$ cat src/design/csl_pkg.sv
// ----------------------------------------------------------------------------
// csl_pkg
// Shared types and constants of the C-subset lexer: payload structs, token
// kinds, error codes and the keyword table.
// ----------------------------------------------------------------------------
package csl_pkg;

    typedef struct packed {
        logic [7:0] char_code;
        logic       end_of_source;
    } in_t;

    typedef struct packed {
        logic [4:0]  token_kind;
        logic [1:0]  error_code;
        logic [15:0] line_number;
        logic [15:0] column_number;
        logic [30:0] number_value;
        logic [23:0] lexeme_start;
        logic [15:0] lexeme_length;
        logic        last;
    } out_t;

    // Up to two tokens produced by one input transfer, in order.
    typedef struct packed {
        logic [1:0] count;
        out_t       first;
        out_t       second;
    } step_res_t;

    localparam logic [4:0] KIND_END    = 5'd0;
    localparam logic [4:0] KIND_IDENT  = 5'd1;
    localparam logic [4:0] KIND_NUMBER = 5'd2;
    localparam logic [4:0] KIND_INT    = 5'd3;
    localparam logic [4:0] KIND_LPAREN = 5'd11;
    localparam logic [4:0] KIND_RPAREN = 5'd12;
    localparam logic [4:0] KIND_LBRACE = 5'd13;
    localparam logic [4:0] KIND_RBRACE = 5'd14;
    localparam logic [4:0] KIND_LBRACK = 5'd15;
    localparam logic [4:0] KIND_RBRACK = 5'd16;
    localparam logic [4:0] KIND_SEMI   = 5'd17;
    localparam logic [4:0] KIND_COMMA  = 5'd18;
    localparam logic [4:0] KIND_PLUS   = 5'd19;
    localparam logic [4:0] KIND_MINUS  = 5'd20;
    localparam logic [4:0] KIND_STAR   = 5'd21;
    localparam logic [4:0] KIND_SLASH  = 5'd22;
    localparam logic [4:0] KIND_ASSIGN = 5'd23;
    localparam logic [4:0] KIND_EQ     = 5'd24;
    localparam logic [4:0] KIND_NE     = 5'd25;
    localparam logic [4:0] KIND_LT     = 5'd26;
    localparam logic [4:0] KIND_LE     = 5'd27;
    localparam logic [4:0] KIND_GT     = 5'd28;
    localparam logic [4:0] KIND_GE     = 5'd29;
    localparam logic [4:0] KIND_ERROR  = 5'd30;

    localparam logic [1:0] ERR_NONE     = 2'd0;
    localparam logic [1:0] ERR_BAD_BYTE = 2'd1;
    localparam logic [1:0] ERR_BANG     = 2'd2;
    localparam logic [1:0] ERR_TOO_BIG  = 2'd3;

    localparam int          NUM_KEYWORDS = 8;
    localparam logic [30:0] NUM_MAX      = 31'h7FFF_FFFF;

    // Keyword text packed first byte lowest, in kind order starting at KIND_INT.
    function automatic logic [63:0] kw_text(input logic [2:0] k);
        logic [63:0] t;
        case (k)
            3'd0:    t = 64'h0000_0000_0074_6E69; // int
            3'd1:    t = 64'h0000_0000_6469_6F76; // void
            3'd2:    t = 64'h0000_0000_0000_6669; // if
            3'd3:    t = 64'h0000_0000_6573_6C65; // else
            3'd4:    t = 64'h0000_0065_6C69_6877; // while
            3'd5:    t = 64'h0000_6E72_7574_6572; // return
            3'd6:    t = 64'h0000_0074_7570_6E69; // input
            3'd7:    t = 64'h0000_7475_7074_756F; // output
            default: t = 64'h0;
        endcase
        return t;
    endfunction

    function automatic logic [3:0] kw_len(input logic [2:0] k);
        logic [3:0] n;
        case (k)
            3'd0:    n = 4'd3;
            3'd1:    n = 4'd4;
            3'd2:    n = 4'd2;
            3'd3:    n = 4'd4;
            3'd4:    n = 4'd5;
            3'd5:    n = 4'd6;
            3'd6:    n = 4'd5;
            3'd7:    n = 4'd6;
            default: n = 4'd0;
        endcase
        return n;
    endfunction

endpackage

$ cat src/design/csl_scan.sv
// ----------------------------------------------------------------------------
// csl_scan
// Scanner state and the single-pass next-state logic: one source byte per
// transfer, up to two tokens out.
// ----------------------------------------------------------------------------
module csl_scan #(
    parameter int INDEX_BITS        = 24,
    parameter int POSITION_BITS     = 16,
    parameter int KEYWORD_MAX_CHARS = 6
) (
    input  logic                aclk,
    input  logic                aresetn,
    input  logic                step,
    input  csl_pkg::in_t        in_data,
    output csl_pkg::step_res_t  res
);

    localparam int KW_BITS = 8 * KEYWORD_MAX_CHARS;

    localparam logic [3:0] MODE_IDLE    = 4'd0;
    localparam logic [3:0] MODE_IDENT   = 4'd1;
    localparam logic [3:0] MODE_NUMBER  = 4'd2;
    localparam logic [3:0] MODE_SLASH   = 4'd3;
    localparam logic [3:0] MODE_COMMENT = 4'd4;
    localparam logic [3:0] MODE_BANG    = 4'd5;
    localparam logic [3:0] MODE_EQ      = 4'd6;
    localparam logic [3:0] MODE_LT      = 4'd7;
    localparam logic [3:0] MODE_GT      = 4'd8;

    localparam logic [POSITION_BITS-1:0] POS_ONE = {{(POSITION_BITS-1){1'b0}}, 1'b1};
    localparam logic [INDEX_BITS-1:0]    IDX_ONE = {{(INDEX_BITS-1){1'b0}}, 1'b1};

    logic [3:0]               mode_reg,  mode_next;
    logic [POSITION_BITS-1:0] line_reg,  line_next;
    logic [POSITION_BITS-1:0] col_reg,   col_next;
    logic [INDEX_BITS-1:0]    src_reg,   src_next;
    logic [INDEX_BITS-1:0]    tsi_reg,   tsi_next;
    logic [POSITION_BITS-1:0] tsc_reg,   tsc_next;
    logic [POSITION_BITS-1:0] tlen_reg,  tlen_next;
    logic [KW_BITS-1:0]       kw_reg,    kw_next;
    logic [30:0]              acc_reg,   acc_next;
    logic                     ovf_reg,   ovf_next;

    logic [7:0]   c;
    logic         is_dig;
    logic         is_alp;
    logic [4:0]   id_kind;
    logic [34:0]  acc_mul;
    logic         flush_vld;
    csl_pkg::out_t flush_res;
    logic         tok_vld;
    csl_pkg::out_t tok_res;
    logic [4:0]   single_kind;

    function automatic logic [POSITION_BITS-1:0] sat_inc(input logic [POSITION_BITS-1:0] v);
        return (&v) ? v : v + POS_ONE;
    endfunction

    function automatic logic [15:0] pos_field(input logic [POSITION_BITS-1:0] v);
        logic [31:0] w;
        w = 32'(v);
        return w[15:0];
    endfunction

    function automatic logic [23:0] idx_field(input logic [INDEX_BITS-1:0] v);
        logic [31:0] w;
        w = 32'(v);
        return w[23:0];
    endfunction

    function automatic csl_pkg::out_t make_tok(
        input logic [4:0]               kind,
        input logic [1:0]               err,
        input logic [POSITION_BITS-1:0] line,
        input logic [POSITION_BITS-1:0] col,
        input logic [30:0]              value,
        input logic [INDEX_BITS-1:0]    start,
        input logic [POSITION_BITS-1:0] len
    );
        csl_pkg::out_t t;
        t.token_kind    = kind;
        t.error_code    = err;
        t.line_number   = pos_field(line);
        t.column_number = pos_field(col);
        t.number_value  = value;
        t.lexeme_start  = idx_field(start);
        t.lexeme_length = pos_field(len);
        t.last          = 1'b0;
        return t;
    endfunction

    assign c      = in_data.char_code;
    assign is_dig = (c >= 8'h30) && (c <= 8'h39);
    assign is_alp = ((c >= 8'h61) && (c <= 8'h7A)) || ((c >= 8'h41) && (c <= 8'h5A))
                    || (c == 8'h5F);

    // acc * 10 + digit; acc never exceeds NUM_MAX so 35 bits hold it
    assign acc_mul = {1'b0, acc_reg, 3'b000} + {3'b000, acc_reg, 1'b0} + {31'd0, c[3:0]};

    always_comb begin
        id_kind = csl_pkg::KIND_IDENT;
        if (tlen_reg <= POSITION_BITS'(KEYWORD_MAX_CHARS)) begin
            for (int k = 0; k < csl_pkg::NUM_KEYWORDS; k++) begin
                if (POSITION_BITS'(csl_pkg::kw_len(3'(k))) == tlen_reg
                        && csl_pkg::kw_text(3'(k)) == 64'(kw_reg)) begin
                    id_kind = 5'(csl_pkg::KIND_INT + 5'(k));
                end
            end
        end
    end

    // Token held by the current mode, emitted when a byte ends it
    always_comb begin
        flush_vld = 1'b1;
        flush_res = make_tok(csl_pkg::KIND_SLASH, csl_pkg::ERR_NONE, line_reg, tsc_reg,
                             31'd0, tsi_reg, POS_ONE);
        case (mode_reg)
            MODE_IDENT: begin
                flush_res.token_kind    = id_kind;
                flush_res.lexeme_length = pos_field(tlen_reg);
            end
            MODE_NUMBER: begin
                flush_res.token_kind    = csl_pkg::KIND_NUMBER;
                flush_res.error_code    = ovf_reg ? csl_pkg::ERR_TOO_BIG : csl_pkg::ERR_NONE;
                flush_res.number_value  = ovf_reg ? 31'd0 : acc_reg;
                flush_res.lexeme_length = pos_field(tlen_reg);
            end
            MODE_SLASH: flush_res.token_kind = csl_pkg::KIND_SLASH;
            MODE_BANG: begin
                flush_res.token_kind = csl_pkg::KIND_ERROR;
                flush_res.error_code = csl_pkg::ERR_BANG;
            end
            MODE_EQ:   flush_res.token_kind = csl_pkg::KIND_ASSIGN;
            MODE_LT:   flush_res.token_kind = csl_pkg::KIND_LT;
            MODE_GT:   flush_res.token_kind = csl_pkg::KIND_GT;
            default:   flush_vld = 1'b0;
        endcase
    end

    always_comb begin
        case (c)
            8'h28:   single_kind = csl_pkg::KIND_LPAREN;
            8'h29:   single_kind = csl_pkg::KIND_RPAREN;
            8'h7B:   single_kind = csl_pkg::KIND_LBRACE;
            8'h7D:   single_kind = csl_pkg::KIND_RBRACE;
            8'h5B:   single_kind = csl_pkg::KIND_LBRACK;
            8'h5D:   single_kind = csl_pkg::KIND_RBRACK;
            8'h3B:   single_kind = csl_pkg::KIND_SEMI;
            8'h2C:   single_kind = csl_pkg::KIND_COMMA;
            8'h2B:   single_kind = csl_pkg::KIND_PLUS;
            8'h2D:   single_kind = csl_pkg::KIND_MINUS;
            8'h2A:   single_kind = csl_pkg::KIND_STAR;
            default: single_kind = csl_pkg::KIND_END;
        endcase
    end

    always_comb begin
        mode_next = mode_reg;
        line_next = line_reg;
        col_next  = col_reg;
        src_next  = src_reg;
        tsi_next  = tsi_reg;
        tsc_next  = tsc_reg;
        tlen_next = tlen_reg;
        kw_next   = kw_reg;
        acc_next  = acc_reg;
        ovf_next  = ovf_reg;
        tok_vld   = 1'b0;
        tok_res   = flush_res;
        res.count  = 2'd0;
        res.first  = flush_res;
        res.second = flush_res;

        if (step) begin
            if (in_data.end_of_source) begin
                tok_res = make_tok(csl_pkg::KIND_END, csl_pkg::ERR_NONE, line_reg,
                                   sat_inc(col_reg), 31'd0, src_reg, '0);
                tok_res.last = 1'b1;
                if (flush_vld) begin
                    res.count  = 2'd2;
                    res.second = tok_res;
                end else begin
                    res.count = 2'd1;
                    res.first = tok_res;
                end
                // whole scanner back to its reset state
                mode_next = MODE_IDLE;
                line_next = POS_ONE;
                col_next  = '0;
                src_next  = '0;
                tsi_next  = '0;
                tsc_next  = POS_ONE;
                tlen_next = '0;
                kw_next   = '0;
                acc_next  = '0;
                ovf_next  = 1'b0;
            end else begin
                src_next = src_reg + IDX_ONE;
                if (mode_reg == MODE_IDENT && (is_alp || is_dig)) begin
                    for (int i = 0; i < KEYWORD_MAX_CHARS; i++) begin
                        if (tlen_reg == POSITION_BITS'(i)) begin
                            kw_next[8*i +: 8] = c;
                        end
                    end
                    tlen_next = sat_inc(tlen_reg);
                    col_next  = sat_inc(col_reg);
                end else if (mode_reg == MODE_NUMBER && is_dig) begin
                    if (!ovf_reg) begin
                        if (acc_mul > 35'(csl_pkg::NUM_MAX)) begin
                            ovf_next = 1'b1;
                            acc_next = '0;
                        end else begin
                            acc_next = acc_mul[30:0];
                        end
                    end
                    tlen_next = sat_inc(tlen_reg);
                    col_next  = sat_inc(col_reg);
                end else if (mode_reg == MODE_SLASH && c == 8'h2F) begin
                    mode_next = MODE_COMMENT;
                    col_next  = sat_inc(col_reg);
                end else if (mode_reg == MODE_COMMENT) begin
                    if (c == 8'h0A) begin
                        mode_next = MODE_IDLE;
                        line_next = sat_inc(line_reg);
                        col_next  = '0;
                    end else begin
                        col_next = sat_inc(col_reg);
                    end
                end else if (c == 8'h3D && mode_reg >= MODE_BANG && mode_reg <= MODE_GT) begin
                    // two-character comparison operator
                    res.count = 2'd1;
                    res.first = make_tok(csl_pkg::KIND_NE, csl_pkg::ERR_NONE, line_reg,
                                         tsc_reg, 31'd0, tsi_reg, POS_ONE + POS_ONE);
                    case (mode_reg)
                        MODE_EQ: res.first.token_kind = csl_pkg::KIND_EQ;
                        MODE_LT: res.first.token_kind = csl_pkg::KIND_LE;
                        MODE_GT: res.first.token_kind = csl_pkg::KIND_GE;
                        default: res.first.token_kind = csl_pkg::KIND_NE;
                    endcase
                    res.first.last = 1'b1;
                    col_next  = sat_inc(col_reg);
                    mode_next = MODE_IDLE;
                end else begin
                    // pending token ends here; the byte is scanned from idle
                    mode_next = MODE_IDLE;
                    if (c == 8'h20 || c == 8'h09 || c == 8'h0D) begin
                        col_next = sat_inc(col_reg);
                    end else if (c == 8'h0A) begin
                        line_next = sat_inc(line_reg);
                        col_next  = '0;
                    end else begin
                        tsi_next  = src_reg;
                        tsc_next  = sat_inc(col_reg);
                        tlen_next = POS_ONE;
                        col_next  = sat_inc(col_reg);
                        tok_res   = make_tok(single_kind, csl_pkg::ERR_NONE, line_reg,
                                             sat_inc(col_reg), 31'd0, src_reg, POS_ONE);
                        if (single_kind != csl_pkg::KIND_END) begin
                            tok_vld = 1'b1;
                        end else if (c == 8'h2F) begin
                            mode_next = MODE_SLASH;
                        end else if (c == 8'h3D) begin
                            mode_next = MODE_EQ;
                        end else if (c == 8'h3C) begin
                            mode_next = MODE_LT;
                        end else if (c == 8'h3E) begin
                            mode_next = MODE_GT;
                        end else if (c == 8'h21) begin
                            mode_next = MODE_BANG;
                        end else if (is_dig) begin
                            mode_next = MODE_NUMBER;
                            acc_next  = {27'd0, c[3:0]};
                            ovf_next  = 1'b0;
                        end else if (is_alp) begin
                            mode_next = MODE_IDENT;
                            kw_next   = KW_BITS'(c);
                        end else begin
                            tok_vld            = 1'b1;
                            tok_res.token_kind = csl_pkg::KIND_ERROR;
                            tok_res.error_code = csl_pkg::ERR_BAD_BYTE;
                        end
                    end
                    tok_res.last = 1'b1;
                    if (flush_vld) begin
                        res.count  = tok_vld ? 2'd2 : 2'd1;
                        res.first  = flush_res;
                        res.first.last = !tok_vld;
                        res.second = tok_res;
                    end else begin
                        res.count = tok_vld ? 2'd1 : 2'd0;
                        res.first = tok_res;
                    end
                end
            end
        end
    end

    always_ff @(posedge aclk) begin
        if (!aresetn) begin
            mode_reg <= MODE_IDLE;
            line_reg <= POS_ONE;
            col_reg  <= '0;
            src_reg  <= '0;
            tsi_reg  <= '0;
            tsc_reg  <= POS_ONE;
            tlen_reg <= '0;
            kw_reg   <= '0;
            acc_reg  <= '0;
            ovf_reg  <= 1'b0;
        end else begin
            mode_reg <= mode_next;
            line_reg <= line_next;
            col_reg  <= col_next;
            src_reg  <= src_next;
            tsi_reg  <= tsi_next;
            tsc_reg  <= tsc_next;
            tlen_reg <= tlen_next;
            kw_reg   <= kw_next;
            acc_reg  <= acc_next;
            ovf_reg  <= ovf_next;
        end
    end

endmodule

$ cat src/design/csl_outq.sv
// ----------------------------------------------------------------------------
// csl_outq
// Three-entry token queue between the scanner and the result channel.
// Head entry drives the output; up to two tokens are written per cycle.
// ----------------------------------------------------------------------------
module csl_outq (
    input  logic               aclk,
    input  logic               aresetn,
    input  csl_pkg::step_res_t push,
    output logic               in_ready,
    output logic               m_valid,
    input  logic               m_ready,
    output csl_pkg::out_t      m_data
);

    localparam int DEPTH = 3;

    csl_pkg::out_t q_reg  [DEPTH];
    csl_pkg::out_t q_next [DEPTH];
    csl_pkg::out_t sh     [DEPTH];
    logic [1:0]    count_reg, count_next;
    logic          pop;
    logic [1:0]    base;

    assign m_valid  = (count_reg != 2'd0);
    assign m_data   = q_reg[0];
    assign pop      = m_valid && m_ready;
    // room for two tokens regardless of the output side this cycle
    assign in_ready = (count_reg <= 2'd1);
    assign base     = count_reg - {1'b0, pop};

    always_comb begin
        sh[0] = pop ? q_reg[1] : q_reg[0];
        sh[1] = pop ? q_reg[2] : q_reg[1];
        sh[2] = q_reg[2];
        for (int i = 0; i < DEPTH; i++) begin
            if (2'(i) < base) begin
                q_next[i] = sh[i];
            end else if (2'(i) == base && push.count != 2'd0) begin
                q_next[i] = push.first;
            end else if (2'(i) == base + 2'd1 && push.count == 2'd2) begin
                q_next[i] = push.second;
            end else begin
                q_next[i] = sh[i];
            end
        end
        count_next = base + push.count;
    end

    always_ff @(posedge aclk) begin
        if (!aresetn) begin
            count_reg <= 2'd0;
        end else begin
            count_reg <= count_next;
        end
    end

    always_ff @(posedge aclk) begin
        for (int i = 0; i < DEPTH; i++) begin
            q_reg[i] <= q_next[i];
        end
    end

endmodule

$ cat src/design/c_subset_lexer.sv
// ----------------------------------------------------------------------------
// c_subset_lexer
// Streaming lexer for a small C-like language: one source byte per cycle while
// s_ready is high; tokens out with kind, position, lexeme span, number value.
// ----------------------------------------------------------------------------
// Output: tokens are registered in the token queue; the head entry drives m_data.
// Throughput: one byte per cycle while s_ready is high; the three-entry token
//   queue drops s_ready while it holds two or more tokens.
// Reset: synchronous, active low; scanner returns to line 1, column 0,
//   index 0 and the token queue empties.
// ----------------------------------------------------------------------------
module c_subset_lexer #(
    parameter int INDEX_BITS        = 24,
    parameter int POSITION_BITS     = 16,
    parameter int KEYWORD_MAX_CHARS = 6
) (
    input  logic          aclk,
    input  logic          aresetn,
    input  logic          s_valid,
    output logic          s_ready,
    input  csl_pkg::in_t  s_data,
    output logic          m_valid,
    input  logic          m_ready,
    output csl_pkg::out_t m_data
);

    logic               step;
    csl_pkg::step_res_t scan_res;

    assign step = s_valid && s_ready;

    csl_scan #(
        .INDEX_BITS        (INDEX_BITS),
        .POSITION_BITS     (POSITION_BITS),
        .KEYWORD_MAX_CHARS (KEYWORD_MAX_CHARS)
    ) u_scan (
        .aclk    (aclk),
        .aresetn (aresetn),
        .step    (step),
        .in_data (s_data),
        .res     (scan_res)
    );

    csl_outq u_outq (
        .aclk     (aclk),
        .aresetn  (aresetn),
        .push     (scan_res),
        .in_ready (s_ready),
        .m_valid  (m_valid),
        .m_ready  (m_ready),
        .m_data   (m_data)
    );

`ifndef SYNTHESIS
    // end of text always produces at least the end token
    a_end_emits: assert property (@(posedge aclk) disable iff (!aresetn)
        step && s_data.end_of_source |=> m_valid)
        else $error("no token after end of text");

    a_end_last: assert property (@(posedge aclk) disable iff (!aresetn)
        m_valid && m_data.token_kind == csl_pkg::KIND_END |-> m_data.last)
        else $error("end token without last");

    a_value_num: assert property (@(posedge aclk) disable iff (!aresetn)
        m_valid && m_data.token_kind != csl_pkg::KIND_NUMBER |-> m_data.number_value == 31'd0)
        else $error("number value on non-number token");

    a_err_code: assert property (@(posedge aclk) disable iff (!aresetn)
        m_valid && m_data.token_kind == csl_pkg::KIND_ERROR
            |-> m_data.error_code != csl_pkg::ERR_NONE)
        else $error("error token without error code");
`endif

endmodule

$ cat config.mk
export PLATFORM = sky130hd
export DESIGN_NAME = c_subset_lexer
export DESIGN_NICKNAME = d
export VERILOG_FILES = /design/src/design/csl_pkg.sv /design/src/design/csl_scan.sv /design/src/design/csl_outq.sv /design/src/design/c_subset_lexer.sv
export SDC_FILE = /design/constraint.sdc
export NUM_CORES = 1
export LEC_CHECK = 0
export BUFFER_PORTS_ARGS = -buffer_cell sky130_fd_sc_hd__buf_2
export CORE_UTILIZATION = 45
export CTS_CLUSTER_SIZE = 14
export DETAILED_ROUTE_END_ITERATION = 10
export PLACE_DENSITY = 0.66
export SKIP_LAST_GASP = 1
export SYNTH_ARGS = -nofsm -noshare
export SYNTH_HDL_FRONTEND = slang
export SYNTH_SLANG_ARGS = --single-unit
$ cat constraint.sdc
create_clock -name aclk -period 12.3 [get_ports aclk]
set_clock_uncertainty 0.15 [all_clocks]
set_input_delay 0 -clock aclk [delete_from_list [all_inputs] [get_ports aclk]]
set_output_delay 0 -clock aclk [all_outputs]
set_load 0.02 [all_outputs]
==> impl_metrics.json, run 1 <==
{
  "fp.coreArea_mm2": 0.0604,
  "tritoncts.num_buffers": 59,
  "routed_wire_length_per_instance_um": 19.7,
  "area_growth_syn_to_layout_pct": 8.36,
  "globalRouteOverflowTotal": 0,
  "crit_path_start_kind": "flop",
  "final_max_slew_viol_count": 0,
  "syn_area_per_cell_um2": 8.69,
  "synth-main-ff-cell": "sky130_fd_sc_hd__dfxtp_1",
  "critical_path_required_ns": 12.40,
  "worst_ir_drop_vdd_mv": 0.130,
  "clk_latency_ns": 0.64,
  "clk_root_buffer_cell": "sky130_fd_sc_hd__clkbuf_16",
  "vias_in_the_first_global_route": 22324,
  "mostFrequentLayoutCells": "sky130_fd_sc_hd__nand2_1, sky130_fd_sc_hd__dfxtp_1, sky130_fd_sc_hd__nor2_1",
  "clkSlewWorstSetupHoldPaths_ns": 0.06,
  "worst-setup-path-type": "flop to flop",
  "total_power_w": 0.00636,
  "detailed_place_hpwl_mm": 49.4,
  "antenna_found_initial": 1,
  "ant_nets": 0,
  "hold_path_class": "primary input to flop",
  "setup_viol": 0,
  "ys_seq_area_frac": 0.427,
  "topRoutingLayerUsed": "met4",
  "transition_at_the_pin_with_the_smallest_max_transition_slack_ns": 1.23,
  "synth_enable_flop_cells": 111,
  "largest_register_ffs": 333,
  "via_count": 22956,
  "count_of_antenna_diodes_in_the_layout": 0,
  "slew-limit-headroom": 0.182,
  "layout_commonest_cell": "sky130_fd_sc_hd__nand2_1",
  "status": "complete, no violations",
  "leakage_nw": 11.5,
  "fin_tns_setup_ns": 0,
  "layout_min_cycle_time_ns": 5.90,
  "die_area_mm2": 0.0620,
  "worst-path-max-fanout": 44,
  "power.density_cell_area_mw_per_mm2": 214,
  "synthesis.area_mm2": 0.0275,
  "worst-endpoint-arrival_ns": 6.01,
  "synthCells": 3161,
  "synth_xor_xnor_area_share": 0.0265,
  "netlist-cell-type-count": 94,
  "total_routing_resource_utilization_after_global_routing": 0.242,
  "grt_start_max_net_pins": 108,
  "grt_pass1_wl_mm": 123,
  "io_buffers": 125,
  "postSynthRegisterBits": 531,
  "drt_iter0_markers": 1870,
  "ctsHtreeMaxLevel": 2,
  "floorplan.die.width_um": 249,
  "finalCritPeriodShare": 0.480,
  "async_reset_ff_frac": 0,
  "finalNetCount": 3159,
  "design.portCount": 126,
  "synth_simple_gate_area_share": 0.215,
  "final_layout_size_suffix_gt1_frac": 0.0964,
  "met3WireLength_mm": 4.30,
  "initial_core_util": 0.455,
  "route.met2.wl_mm": 35.8,
  "layout.cells.non_filler": 3905,
  "clock_tree_from_tritoncts": "done",
  "remaining_drc_errors": 0,
  "dpl-instance-area_mm2": 0.0277,
  "totalWireLength_mm": 77.0,
  "wl_met1_mm": 35.3,
  "cts.path.max_buffers": 3,
  "finalWeightedCongestion": 0.902,
  "synthesis.yosys.warnings": 0,
  "first_pass_iters": 6,
  "synthMuxAreaShare": 0.0617,
  "cts.repair.resized": 0,
  "design_area_mm2": 0.0298,
  "timing_hold_violations_final": 0,
  "rsz0062_at_grt": "no",
  "synth-compound-area-share": 0.163,
  "critical_path.endpoint_type": "flop",
  "clock_sinks": 531,
  "syn_nets": 3247,
  "maxCapViolations": 0,
  "die-height_um": 249,
  "synth-adder-area-share": 0.0338,
  "dominant_combinational_cell_family_by_area_after_synthesis": "simple AND/OR/NAND/NOR gates",
  "viasPerCell": 5.88,
  "post-place-cells": 3783,
  "hold-worst-slack_ns": 0.109,
  "maxClockFrequency_ghz": 0.169,
  "num_rows": 90
}
routing by layer:
metal,GRT usage,up-vias
met5,0,-
li1,-,11013
met2,0.398,674
met4,0.0686,0
met3,0.0362,121
met1,0.330,11148
worst max-delay path, stage by stage, from the launching register on:
cell and delay, ns:
sky130_fd_sc_hd__dfxtp_1 0.78, sky130_fd_sc_hd__nor4b_2 0.16, sky130_fd_sc_hd__nor2_1 0.40, sky130_fd_sc_hd__inv_1 0.37, sky130_fd_sc_hd__ha_1 0.39, sky130_fd_sc_hd__o211ai_1 0.10, sky130_fd_sc_hd__o32ai_2 0.59, sky130_fd_sc_hd__a221o_2 0.33
sky130_fd_sc_hd__and2_1 0.70, sky130_fd_sc_hd__nand2_1 0.20, sky130_fd_sc_hd__o21ai_4 0.18, sky130_fd_sc_hd__buf_4 0.51, sky130_fd_sc_hd__buf_4 0.62
synth_stat cells, drive strengths merged (10+ instances only):
master	number	area [um2]
nor2b	62	388
nand2	531	1990
xnor2	54	473
a222oi	28	280
nor2	227	855
nand4	32	213
o22ai	63	414
a21boi	43	323
or3	25	156
and4	15	131
nor4b	10	130
o21ai	99	495
dfxtp	420	8410
a21oi	177	931
xor2	29	254
buf	165	1140
nor3	41	221
nor3b	11	82.6
a211oi	44	330
and2	39	244
and3	58	363
inv	73	274
ha	71	888
a21o	16	120
nor4	34	213
nand3	93	470
mux2i	160	1600
a31oi	109	682
nand2b	20	125
o211ai	12	90.1
nor4bb	10	100
edfxtp	111	3330
clkbuf	151	568
cells by family (layout without fill, tap and decap cells):
| family | count (synthesis) | count (layout) |
|---|---|---|
| AO/OA/AOI/OAI | 681 | 681 |
| XOR/XNOR | 83 | 83 |
| flip-flops | 531 | 531 |
| buffers and inverters | 389 | 351 |
| AND/OR/NAND/NOR | 1236 | 1236 |
| adder cells (fa/ha/maj) | 73 | 73 |
| multiplexers | 168 | 168 |
cell type report:
class | instances | area (um2)
fill | 5644 | 30600
multi-input combinational | 2241 | 13800
sequential | 531 | 11700
clock buffer | 85 | 1700
tap | 782 | 978
timing repair buffer | 167 | 968
inverter | 73 | 282
clock inverter | 26 | 263
stage by stage:
step                utilization  setup WS (ns)
floorplan                     -          0.776
global placement          0.459           6.67
detailed placement        0.459           6.52
CTS                       0.493           6.50
global route              0.493           6.03
finish                    0.493           6.40
where the power goes:
group / switching, W / internal (W) / total, W
clock network: 0.000739 / 0.00104 / 0.00178
logic: 0.00128 / 0.000695 / 0.00197
registers: 0.000277 / 0.00233 / 0.00261
total: 0.00229 / 0.00407 / 0.00636
path summary, 6_finish.rpt:
kind                            cells after the start                from              endpoint  slack, ns
worst max-delay path                               12  u_scan.mode_reg[1]  u_outq.q_reg[0][258]       6.40
worst min-delay path                                4             m_ready   u_outq.q_reg[0][83]       0.11
worst max register to register                     12  u_scan.mode_reg[1]  u_outq.q_reg[0][258]       6.40
worst min register to register                      2    u_scan.kw_reg[7]      u_scan.kw_reg[7]       0.30
timing repair:
action | in CTS | in global routing
setup buffers | 0 | 0
hold endpoints to repair | 74 | 0
hold buffers | 11 | 0
(Power assumes the default switching activity.)
==> inputs of run 2 (changes only) <==
clock period = 5.13 ns   (was 12.3 ns; I/O delays follow)
==> run 2 against run 1 <==
  * Global-route usage rose by 0.39 points
  * Critical path type unchanged
  * Maximum frequency rose by 25%
  * Worst hold slack improved by 0.19 ns
  * First-iteration DRC count rose by 10%
  * Die area did not move
==> impl_metrics.json, run 2 (synthesized netlist as in run 1, its figures left out) <==
{
  "status": "complete, no violations",
  "antenna_found_initial": 1,
  "layout_commonest_cell": "sky130_fd_sc_hd__nand2_1",
  "ant_nets": 0,
  "design.portCount": 126,
  "leakage_nw": 11.6,
  "viasPerCell": 5.90,
  "worst-path-max-fanout": 21,
  "transition_at_the_pin_with_the_smallest_max_transition_slack_ns": 1.12,
  "clock_sinks": 531,
  "detailed_place_hpwl_mm": 50.8,
  "critical_path.endpoint_type": "flop",
  "finalNetCount": 3191,
  "total_routing_resource_utilization_after_global_routing": 0.246,
  "num_rows": 90,
  "maxCapViolations": 0,
  "grt_pass1_wl_mm": 124,
  "clkSlewWorstSetupHoldPaths_ns": 0.05,
  "rsz0062_at_grt": "no",
  "ctsHtreeMaxLevel": 2,
  "timing.critical_path.from": "u_scan.mode_reg[1]",
  "die-height_um": 249,
  "hold_path_class": "flop to flop",
  "fp.coreArea_mm2": 0.0604,
  "pre_cts_slack_ns": 0.788,
  "worst-endpoint-arrival_ns": 5.13,
  "totalWireLength_mm": 78.5,
  "critical_path.reg2reg.startpoint": "u_scan.mode_reg[1]",
  "hp-start": "u_scan.kw_reg[31]",
  "clk_root_buffer_cell": "sky130_fd_sc_hd__clkbuf_16",
  "critical_path_required_ns": 5.53,
  "finalCritPeriodShare": 0.922,
  "worst_ir_drop_vdd_mv": 0.398,
  "remaining_drc_errors": 0,
  "area_growth_syn_to_layout_pct": 9.51,
  "routed_wire_length_per_instance_um": 19.9,
  "vias_in_the_first_global_route": 22644,
  "grt_start_max_net_pins": 102,
  "layout_min_cycle_time_ns": 4.73,
  "drt_iter0_markers": 2061,
  "final_layout_size_suffix_gt1_frac": 0.102,
  "fillerInstances": 5688,
  "finalWeightedCongestion": 0.963,
  "initial_core_util": 0.455,
  "die_area_mm2": 0.0620,
  "postCtsSetupRepairBufs": 0,
  "slew-limit-headroom": 0.244,
  "tritoncts.num_buffers": 57,
  "final_max_slew_viol_count": 0,
  "postLayoutSetupSlackWorst_ns": 0.401,
  "via_count": 23215,
  "worst-setup-path-type": "flop to flop",
  "floorplan.die.width_um": 249,
  "setup_viol": 0,
  "cts.path.max_buffers": 3,
  "mostFrequentLayoutCells": "sky130_fd_sc_hd__nand2_1, sky130_fd_sc_hd__dfxtp_1, sky130_fd_sc_hd__nor2_1",
  "globalRouteOverflowTotal": 0,
  "fin_tns_setup_ns": 0,
  "io_buffers": 125,
  "maxClockFrequency_ghz": 0.211,
  "largest_register_ffs": 333,
  "first_pass_iters": 7,
  "timing_hold_violations_final": 0,
  "crit_path_start_kind": "flop",
  "clk_latency_ns": 0.64,
  "clock_tree_from_tritoncts": "done",
  "power.density_cell_area_mw_per_mm2": 506
}
==> run 2: changes by cell type in the layout (fill, tap and decap cells not counted), moves of 2 or more <==
cell / previous run / this run
sky130_fd_sc_hd__dlygate4sd3_1: 11 / 26
sky130_fd_sc_hd__buf_4: 31 / 44
sky130_fd_sc_hd__buf_12: 0 / 6
sky130_fd_sc_hd__a21oi_2: 1 / 3
sky130_fd_sc_hd__bufinv_16: 4 / 2
sky130_fd_sc_hd__clkinv_1: 3 / 5
sky130_fd_sc_hd__clkinv_4: 0 / 2
sky130_fd_sc_hd__inv_4: 2 / 0
sky130_fd_sc_hd__nor2_1: 224 / 222
sky130_fd_sc_hd__nor2_2: 1 / 3
==> run 2: power by group <==
| part | internal (W) | switching, W |
|---|---|---|
| sequential | 0.00559 | 0.000665 |
| combinational | 0.00174 | 0.00313 |
| clock | 0.00235 | 0.00174 |
==> run 2: metrics by stage <==
step                       util  area, um2  hold WS [ns]  total power [W]  cells
final                     0.498      30100         0.295           0.0152   3937
after global routing      0.498      30100         0.314           0.0160   3937
after CTS                 0.498      30100         0.289           0.0153   3936
after detailed placement  0.463      27900         0.260           0.0111   3802
after global placement    0.463      27900         0.247           0.0110   3802
after floorplan               -      27500         0.135           0.0101   3161
==> run 2: worst max-delay path, cell delays in order (launching register included) <==
cell                            delay, ns
sky130_fd_sc_hd__dfxtp_1             0.82
sky130_fd_sc_hd__o21ba_2             0.27
sky130_fd_sc_hd__nor2_2              0.09
sky130_fd_sc_hd__inv_1               0.10
sky130_fd_sc_hd__buf_4               0.23
sky130_fd_sc_hd__a211oi_1            0.09
sky130_fd_sc_hd__or4_1               0.54
sky130_fd_sc_hd__and3_1              0.42
sky130_fd_sc_hd__a21oi_2             0.50
sky130_fd_sc_hd__nand3_1             0.14
sky130_fd_sc_hd__dlygate4sd3_1       0.59
sky130_fd_sc_hd__a21boi_0            0.17
sky130_fd_sc_hd__dlygate4sd3_1       0.57
==> run 2: cell type report <==
cell class,instances,area (um2),share of cell area
multi-input combinational,2241,13900,0.461
clock inverter,26,228,0.00757
clock buffer,82,1650,0.0549
tap,782,978,0.0325
timing repair buffer,201,1340,0.0444
sequential,531,11700,0.390
antenna,1,2.50,0.0000832
inverter,73,282,0.00936
==> run 2: layer usage <==
| metal | up-vias | GRT usage | share of wire |
|---|---|---|---|
| li1 | 11077 | - | - |
| met1 | 11233 | 0.332 | 0.45 |
| met2 | 771 | 0.403 | 0.47 |
| met4 | 0 | 0.0861 | 0.025 |
| met3 | 134 | 0.0338 | 0.062 |
| met5 | - | 0 | 0 |
==> run 2: worst paths after layout <==
check / end / slack, ns / depth (start not counted)
setup / recovery: u_scan.kw_reg[0] / 0.40 / 12
hold / removal: u_scan.kw_reg[31] / 0.29 / 2
hold reg to reg: u_scan.kw_reg[31] / 0.29 / 2
setup reg to reg: u_scan.kw_reg[0] / 0.40 / 12
==> run 2: timing repair <==
item                                    CTS  global route
hold buffers                             26             0
hold endpoints to repair                118             0
gates resized for setup                   0             1
endpoints found under the setup margin    0             7
